<file path="config.mk">
export PLATFORM = sky130hd
export DESIGN_NAME = tba_ram
export DESIGN_NICKNAME = d
export VERILOG_FILES = /design/src/design/tba_ram.sv
export SDC_FILE = /design/constraint.sdc
export NUM_CORES = 2
export LEC_CHECK = 0
export BUFFER_PORTS_ARGS = -buffer_cell sky130_fd_sc_hd__clkbuf_2
export CORE_ASPECT_RATIO = 0.5
export CORE_UTILIZATION = 40
export CTS_CLUSTER_DIAMETER = 50
export DETAILED_ROUTE_END_ITERATION = 10
export PLACE_DENSITY_LB_ADDON = 0.3
export SETUP_SLACK_MARGIN = 0.05
export SYNTH_ARGS = -nofsm -noshare
export SYNTH_HDL_FRONTEND = slang
export SYNTH_SLANG_ARGS = --single-unit
</file>
<file path="constraint.sdc">
create_clock -name i_clk -period 8.5 [get_ports i_clk]
set_clock_uncertainty 0.15 [all_clocks]
set_input_delay 0.85 -clock i_clk [delete_from_list [all_inputs] [get_ports i_clk]]
set_output_delay 0.85 -clock i_clk [all_outputs]
set_load 0.01 [all_outputs]
</file>
<file path="src/design/tba_ram.sv">
`timescale 1ns / 1ps
module tba_ram #(
    parameter int WIDTH = 64,
    parameter int DEPTH = 64,
    parameter int AW    = $clog2(DEPTH)
) (
    input  logic             i_clk,
    input  logic             i_we,
    input  logic [AW-1:0]    i_waddr,
    input  logic [WIDTH-1:0] i_wdata,
    input  logic             i_re,
    input  logic [AW-1:0]    i_raddr,
    output logic [WIDTH-1:0] o_rdata
);
    logic [WIDTH-1:0] r_mem [DEPTH];
    logic [WIDTH-1:0] r_rdata;

    always_ff @(posedge i_clk) begin
        if (i_we) begin
            r_mem[i_waddr] <= i_wdata;
        end
    end

    // read data holds until the next read
    always_ff @(posedge i_clk) begin
        if (i_re) begin
            r_rdata <= r_mem[i_raddr];
        end
    end

    assign o_rdata = r_rdata;
endmodule

</file>
==> flow_summary.ini <==
[synth]
ys_warn_count = 0
ys_types = 32
yosys.area_share.simple_pct = 1.23
synth-edff-count = 4160
ys.flop_type = edfxtp_1
synth_seq_area_share_pct = 79.6
synth_top_cells_by_count = 4160 x edfxtp_1, 1024 x mux4_2, 170 x buf_2, 168 x a22oi_1, 140 x clkbuf_1
synth_fa_ha_area_share_pct = 0
synth_top_area_share_pct = 79.6
muxShareOfSynthArea_pct = 15.6
syn_inst = 6598
synth_area_leaders = edfxtp_1 80%, mux4_2 15%, mux2i_1 0.86%
yosys.area.top_type = edfxtp_1
syn_area_sq_um = 157000
avgSynthCellArea_sq_um = 23.8
yosysMostFrequentCell = edfxtp_1
synth_top_family_by_area = multiplexers
synth_seq_cells = 4160
async_reset_ff_share_pct = 0
syn_nets = 6677
synth_xor_xnor_area_share_pct = 0
synth_compound_area_share_pct = 2.47

[timing]
finalCriticalPeriod_ns = 3.93
fmax_mhz = 255
worst_pin_slew_ns = 1.33
min_period_over_period_pct = 46.2
rsz0062_at_grt = no
fin_ws_ns = 4.57
drv_slew = 0
setup_tns_ns = 0
hold_violations = 0
holdWs_ns = 0.315
slew_headroom_pct = 10.8
setup-violations-final = 0

[cells_and_area]
syn_to_final_growth_pct = 13.0
seqCellArea_sq_um = 125000
fillers = 31920
fin_area_sq_um = 177000
final_layout_size_suffix_gt1_share_pct = 28.2
multiInputGateArea_sq_um = 30800
fin_util_pct = 45.5
fin_nets = 7083

[clock_tree]
clockBufferDepth = 4
path_clk_slew_ns = 0.06
post_cts_buffers = 0
cts_sinks = 4160
cts-root-buf = clkbuf_16
clock_latency_ns = 0.94
ctsHoldBuffers = 0
cts_resized = 0
cts_buffers = 385
cts_tree = done
htreeDepth = 5

[setup_path]
regToRegSetupSlack_ns = 6.04
critical_path.endpoint_type = flip-flop
cp.arrival_ns = 4.52
cp_max_fo = 48
reg2reg_depth = 5
cp-start-kind = input pin
worstReg2RegStart = r_mem[47][49]
worstSetupPathType = input pin to flip-flop
r2r_end = o_rdata[49]
required_ns = 9.09

[hold_path]
hp-class = input pin to flip-flop
hold_end = o_rdata[57]
worstHoldStart = i_re
whs_path_depth = 1

[routing]
wire_per_inst_um = 35.3
final_antenna_net_count = 0
wl_mm = 444
remaining_drc_errors = 0
drtIter0Drc = 11973
vias_per_cell = 6.11
vias = 76778
drt_first_pass_iters = 5

[flow_run]
max_cap_viol_count = 0

[floorplanning]
fp.dieH_um = 445
die_w_um = 888
die_area_sq_um = 395000
io_pins = 143
row_count = 162
coreArea_sq_um = 390000
start_util_pct = 40.2

[placement]
hpwlAfterDp_mm = 237
place_congestion = 0.795
place_ws_ns = 3.74
post_dp_cell_area_sq_um = 165000
numPortBuffers = 142

[power_and_ir_drop]
clockPowerShare_pct = 40.7
intPower_w = 0.0329
seqPwrFrac_pct = 54.6
powerDensity_nw_per_um2 = 236
leakage_nw = 54.6
swShare_pct = 21.3
ir_worst_vdd_uv = 175
comb_power_share_pct = 4.7
power.switching_w = 0.00889

[global_routing]
grt_pass1_wl_mm = 613
grt_max_degree = 126
grt_pass1_vias = 74564
grt_overflow_total = 0
antenna_found_initial = 44
track_usage_pct = 22.1

[status]
status = completed
layout by cell type (no fill, tap or decap), types with 4 or more instances in the layout:
master / netlist / routed
and3_1: 64 / 64
buf_4: 34 / 228
clkbuf_1: 140 / 77
clkinv_1: 0 / 81
nand2b_1: 11 / 9
nor2b_4: 0 / 4
or2_2: 28 / 28
clkinv_2: 0 / 70
a211oi_1: 63 / 63
clkinv_4: 0 / 6
clkbuf_16: 0 / 394
buf_12: 0 / 21
a2bb2oi_1: 19 / 19
clkinv_8: 0 / 7
clkbuf_2: 0 / 138
a22o_1: 88 / 88
a22oi_1: 168 / 168
nor2b_1: 28 / 24
diode_2: 0 / 14
inv_6: 0 / 5
inv_1: 19 / 19
mux4_2: 1024 / 1024
clkinvlp_4: 0 / 21
o221ai_1: 38 / 38
o22ai_1: 83 / 83
nand3_1: 45 / 45
nand2_1: 58 / 54
edfxtp_1: 4160 / 4160
or3_1: 29 / 29
a41oi_1: 26 / 26
bufinv_16: 0 / 32
nor2_4: 0 / 65
a31oi_1: 18 / 18
mux2i_1: 135 / 135
nor2_1: 112 / 47
metrics by stage:
step,power [W],instances
2_1_floorplan,0.0243,6598
3_3_place_gp,0.0252,11865
3_5_place_dp,0.0253,11865
4_1_cts,0.0420,12561
5_1_grt,0.0429,12566
6_report,0.0418,12575
layer usage:
layer,up-vias,track usage (%),wire (um)
met4,32,5.80,11700
li1,29386,-,-
met2,4262,32.8,200000
met3,664,4.10,43800
met1,42434,33.8,189000
met5,-,0,212
kinds of logic after synthesis:
kind of cell           count (synthesis)
DFF                                 4160
and+or+nand+nor                      386
AOI/OAI and AO/OA                    504
buffers and inverters                389
muxes                               1159
power by group through the flow:
stage,Clock (W),Combinational (W),Sequential (W)
after floorplan,0,0.00106,0.0232
after global placement,0,0.00194,0.0233
after detailed placement,0,0.00196,0.0233
after CTS,0.0172,0.00197,0.0229
after global routing,0.0180,0.00206,0.0228
final,0.0170,0.00196,0.0228
worst max-delay path by stage:
stage,endpoint,from,depth (start not counted)
CTS,o_rdata[54],i_raddr[3],6
detailed placement,o_rdata[54],i_raddr[3],6
floorplan,r_mem[48][0],i_waddr[3],4
global placement,o_rdata[54],i_raddr[3],6
finish,o_rdata[54],i_raddr[3],6
global route,o_rdata[54],i_raddr[3],6
sequential cells by signal (all words and copies together) (netlist names):
name and count:
r_mem 4096, o_rdata 64
critical path, stage by stage:
cell and delay [ns]:
clkbuf_2 0.58, nor2b_4 1.06, buf_4 0.83, a22oi_1 0.38, and3_1 0.30, a211oi_1 0.25
area by class of cell:
cell class	count	share of cell area, %
Inverter	19	0.0402
Timing Repair Buffer	389	1.61
Clock buffer	471	5.72
Clock inverter	225	1.15
Antenna cell	14	0.0197
Multi-Input combinational cell	2049	17.4
Tap cell	5248	3.70
Sequential cell	4160	70.4
No activity file was read; power rests on OpenSTA's default activity.
