$ cat src/design/tba_pkg.sv
`timescale 1ns / 1ps
package tba_pkg;

    localparam int MAX_BINS = 64;
    localparam int SLOT_W   = $clog2(MAX_BINS);
    localparam int CNT_W    = $clog2(MAX_BINS + 1);
    localparam int DATA_W   = 32;
    localparam int ENTRY_W  = 2 * DATA_W;

    localparam logic [1:0] OP_ADD   = 2'd0;
    localparam logic [1:0] OP_CLEAR = 2'd1;
    localparam logic [1:0] OP_READ  = 2'd2;

    localparam logic [1:0] CFG_BIN_WIDTH   = 2'd0;
    localparam logic [1:0] CFG_ALIGN_TIME  = 2'd1;
    localparam logic [1:0] CFG_BINS_IN_USE = 2'd2;

    // remainder unit handshake
    typedef struct packed {
        logic              start;
        logic [DATA_W-1:0] dividend;
        logic [DATA_W-1:0] divisor;
    } t_mod_req;

    typedef struct packed {
        logic              done;
        logic [DATA_W-1:0] rem;
    } t_mod_rsp;

endpackage

$ cat src/design/tba_mod.sv
`timescale 1ns / 1ps
module tba_mod (
    input  logic              i_clk,
    input  logic              i_rst_n,
    input  tba_pkg::t_mod_req i_req,
    output tba_pkg::t_mod_rsp o_rsp
);
    import tba_pkg::*;

    localparam int STEP_W = $clog2(DATA_W);

    logic              r_busy, n_busy;
    logic [STEP_W-1:0] r_step, n_step;
    logic [DATA_W-1:0] r_rem, n_rem;
    logic [DATA_W-1:0] r_a, n_a;
    logic [DATA_W-1:0] r_b, n_b;
    logic              r_done, n_done;
    logic [DATA_W:0]   trial;

    // restoring remainder, one dividend bit a cycle
    always_comb begin
        n_busy = r_busy;
        n_step = r_step;
        n_rem  = r_rem;
        n_a    = r_a;
        n_b    = r_b;
        n_done = 1'b0;
        trial  = {r_rem, r_a[DATA_W-1]};
        if (i_req.start) begin
            n_busy = 1'b1;
            n_step = '0;
            n_rem  = '0;
            n_a    = i_req.dividend;
            n_b    = i_req.divisor;
        end else if (r_busy) begin
            if (trial >= {1'b0, r_b}) begin
                n_rem = DATA_W'(trial - {1'b0, r_b});
            end else begin
                n_rem = trial[DATA_W-1:0];
            end
            n_a  = {r_a[DATA_W-2:0], 1'b0};
            n_step = r_step + 1'b1;
            if (r_step == STEP_W'(DATA_W - 1)) begin
                n_busy = 1'b0;
                n_done = 1'b1;
            end
        end
    end

    always_ff @(posedge i_clk) begin
        if (!i_rst_n) begin
            r_busy <= 1'b0;
            r_done <= 1'b0;
            r_step <= '0;
        end else begin
            r_busy <= n_busy;
            r_done <= n_done;
            r_step <= n_step;
        end
    end

    always_ff @(posedge i_clk) begin
        r_rem <= n_rem;
        r_a   <= n_a;
        r_b   <= n_b;
    end

    assign o_rsp.done = r_done;
    assign o_rsp.rem  = r_rem;
endmodule

$ cat config.mk
export PLATFORM = sky130hd
export DESIGN_NAME = tba_mod
export DESIGN_NICKNAME = d
export VERILOG_FILES = /design/src/design/tba_pkg.sv /design/src/design/tba_mod.sv
export SDC_FILE = /design/constraint.sdc
export NUM_CORES = 1
export LEC_CHECK = 0
export BUFFER_PORTS_ARGS = -buffer_cell sky130_fd_sc_hd__buf_2
export CAP_MARGIN = 10
export CORE_UTILIZATION = 50
export CTS_BUF_LIST = sky130_fd_sc_hd__clkbuf_2 sky130_fd_sc_hd__clkbuf_4 sky130_fd_sc_hd__clkbuf_8
export DETAILED_ROUTE_END_ITERATION = 8
export PLACE_DENSITY_LB_ADDON = 0.15
export SYNTH_ARGS = -nofsm -noshare
export SYNTH_HDL_FRONTEND = slang
export SYNTH_SLANG_ARGS = --single-unit
$ cat constraint.sdc
create_clock -name i_clk -period 3.3 [get_ports i_clk]
set_clock_uncertainty 0.2 [all_clocks]
set_input_delay 0.33 -clock i_clk [delete_from_list [all_inputs] [get_ports i_clk]]
set_output_delay 0.33 -clock i_clk [all_outputs]
set_load 0.02 [all_outputs]
==> impl_metrics.csv <==
group,metric,value,unit
floorplanning,pin_count,100,
logic_synthesis,synth.top_cell.area_share,0.328,
logic_synthesis,async_reset_ff_frac,0,
logic_synthesis,synth_edf_count,64,
logic_synthesis,ys.flop_type,"edfxtp_1",
routing,vias_per_cell,5.40,
grt,grt_pass1_wl,19900,um
pwr,p_per_area,449,nW/um^2
final_layout,num_antenna_cells,0,
placed_design,hpwl,8750,um
final_layout,layout.nets,780,
routing,wl_per_cell,15.0,um
timing,drv_slew,0,
floorplanning,die_w,110,um
pwr,peakVddDrop,0.000364,V
logic_synthesis,synth-seq-cells,103,
routing,drt-pass1-iter-count,6,
critical_path,worstPathRequired,3380,ps
timing,finalCriticalPeriod,3120,ps
critical_path,crit_arrival,3190,ps
grt,grt_max_degree,49,
routing,drt-initial-drc-count,214,
pwr,leakage,3.00,nW
job,max-cap-violations,0,
grt,grt_pass1_vias,4428,
grt,antenna_found_initial,0,
logic_synthesis,yosys-mux-area-fraction,0.113,
logic_synthesis,syn-num-nets,649,
critical_path,r2r_setup_slack,180,ps
timing,fin_hold_ws,34.6,ps
placed_design,dp_cells,773,
logic_synthesis,synthAdderAreaFrac,0.0761,
final_layout,fin_area,7010,um^2
routing,drcViolationCount,0,
timing,clock.fmax,0.321,GHz
timing,tightest_slew,496,ps
routing,antenna_left,0,
critical_path,end_kind,"register",
hold_path,hold_path.class,"in -> reg",
timing,final-setup-viol-count,0,
status,outcome,"complete, no violations",
grt,grt_usage,0.214,
final_layout,fillers,1018,
logic_synthesis,yosys.cell_count.top_type,"edfxtp_1",
clock_network,clockBufferDepth,2,
logic_synthesis,synth_area_leader_cell,"edfxtp_1",
logic_synthesis,yosys_warnings,0,
clock_network,clkLatencyLatePin,390,ps
floorplanning,die_y,110,um
logic_synthesis,ys_types,59,
logic_synthesis,synth_compound_area_frac,0.142,
logic_synthesis,ys_top_cells_by_area,"edfxtp_1 (33%), dfxtp_1 (13%), ha_1 (7.3%)",
floorplanning,row_count,39,
clock_network,root_buffer,"clkbuf_8",
floorplanning,die-area,12100,um^2
grt,grt.overflow.total,0,
clock_network,cts.sinks,103,
logic_synthesis,synth.avg_cell_area,10.7,um^2
logic_synthesis,synth_top_family_by_area,"compound AO/OA/AOI/OAI gates",
timing,setup_tns,0,ps
timing,period_share,0.944,
logic_synthesis,synth-xor-area-share,0.0494,
logic_synthesis,seq_area_frac_synth,0.462,
final_layout,fin_cells,826,
timing,hold_viol_final,0,
logic_synthesis,syn_area,5850,um^2
routing,wirelength,12400,um
final_layout,drive_gt1_frac,0.259,
clock_network,htreeDepth,3,
final_layout,area_growth,19.7,%
floorplanning,start_util,0.513,
critical_path,critPathKind,"reg -> reg",
timing,relSlewSlack,0.669,
logic_synthesis,yosys-top-cells-count,"edfxtp_1 (64), inv_1 (42), dfxtp_1 (39)",
logic_synthesis,syn_inst,547,
clock_network,cts_tree,"built",
critical_path,worstPathMaxFanout,13,
logic_synthesis,synthSimpleGateAreaFrac,0.0975,
clock_network,path_clk_slew,110,ps
critical_path,cp-start-kind,"register",
placed_design,numPortBuffers,99,
placed_design,post_dp_cell_area,6420,um^2
routing,via_count,4462,
placed_design,place.gp.congestion,0.860,
clock_network,cts_made_buffers,9,
floorplanning,core,11400,um^2
## worst max-delay path, cell delays in order, from the launching register on
cell and delay [ps]:
edfxtp_1 340, inv_1 40, ha_2 400, and4_1 260, nand4_1 130, nor4_2 360
nor3_2 100, o221a_4 270, o311ai_4 220, buf_4 180, buf_12 160, mux2i_1 240
o22ai_1 100
## repair_timing
item                                    in CTS  in global routing
gates resized for setup                      0                  8
buffers inserted                             0                  2
endpoints found under the hold margin       34                  0
endpoints found under the setup margin       0                 30
hold buffers                                34                  0
## cells in the final DEF (no fill, tap or decap), types with 17 or more instances in the layout
master | synthesis | layout
inv_1 | 42 | 42
buf_2 | 1 | 98
ha_1 | 34 | 31
mux2_2 | 32 | 32
dfxtp_1 | 39 | 38
a21oi_1 | 38 | 35
dlygate4sd3_1 | 1 | 34
a211oi_1 | 26 | 26
nor2_1 | 38 | 38
edfxtp_1 | 64 | 64
xnor2_1 | 17 | 17
mux2i_1 | 30 | 30
nand2_1 | 36 | 36
o21ai_0 | 22 | 21
## path summary, 6_finish.rpt
| kind | from | depth (start not counted) | endpoint |
|---|---|---|---|
| min reg2reg | r_rem[25] | 2 | r_rem[25] |
| max reg2reg | r_b[16] | 12 | r_rem[22] |
| min | i_req[60] | 2 | r_a[28] |
| max | r_b[16] | 12 | r_rem[22] |
## logic make-up after synthesis
| family | count (synthesis) |
|---|---|
| AOI/OAI and AO/OA | 126 |
| and+or+nand+nor | 120 |
| DFF | 103 |
| buffers and inverters | 68 |
| muxes | 62 |
| adders and majority gates | 35 |
| xor gates and xnor gates | 33 |
## final cells by class
| cell class | count | area, um^2 | share of cell area |
|---|---|---|---|
| tap | 143 | 179 | 0.0255 |
| clock inverter | 5 | 42.5 | 0.00607 |
| timing repair buffer | 146 | 970 | 0.138 |
| clock buffer | 11 | 139 | 0.0198 |
| inverter | 42 | 158 | 0.0225 |
| sequential | 103 | 2700 | 0.386 |
| multi-input combinational | 376 | 2820 | 0.402 |
## through the flow
step / utilization / worst slack (ps) / power, W
2_1_floorplan: - / 201 / 0.00216
3_3_place_gp: 0.562 / 54.5 / 0.00234
3_5_place_dp: 0.562 / 62.8 / 0.00236
4_1_cts: 0.608 / 26.5 / 0.00316
5_1_grt: 0.614 / -9.62 / 0.00333
6_report: 0.614 / 184 / 0.00315
## registers in the layout, summed over array words and instances (netlist names)
signal,cells
r_a,32
r_b,32
r_busy,1
r_done,1
r_rem,32
r_step,5
## power by group
group / switching (W) / leakage, nW / total, W / internal [W]
Combinational: 0.000453 / 1.95 / 0.000835 / 0.000382
Sequential: 0.0000599 / 0.956 / 0.00155 / 0.00149
Clock: 0.000463 / 0.0918 / 0.000765 / 0.000301
Total: 0.000977 / 3.00 / 0.00315 / 0.00217
## routing by layer
| metal | wire length, um | vias up | share of wire | track usage |
|---|---|---|---|---|
| li1 | - | 2238 | - | - |
| met1 | 5480 | 2114 | 0.44 | 0.245 |
| met2 | 6010 | 95 | 0.49 | 0.376 |
| met3 | 681 | 15 | 0.055 | 0.0735 |
| met4 | 182 | 0 | 0.015 | 0.0677 |
| met5 | 0 | - | 0 | 0 |
No activity file was read; power rests on OpenSTA's default activity.
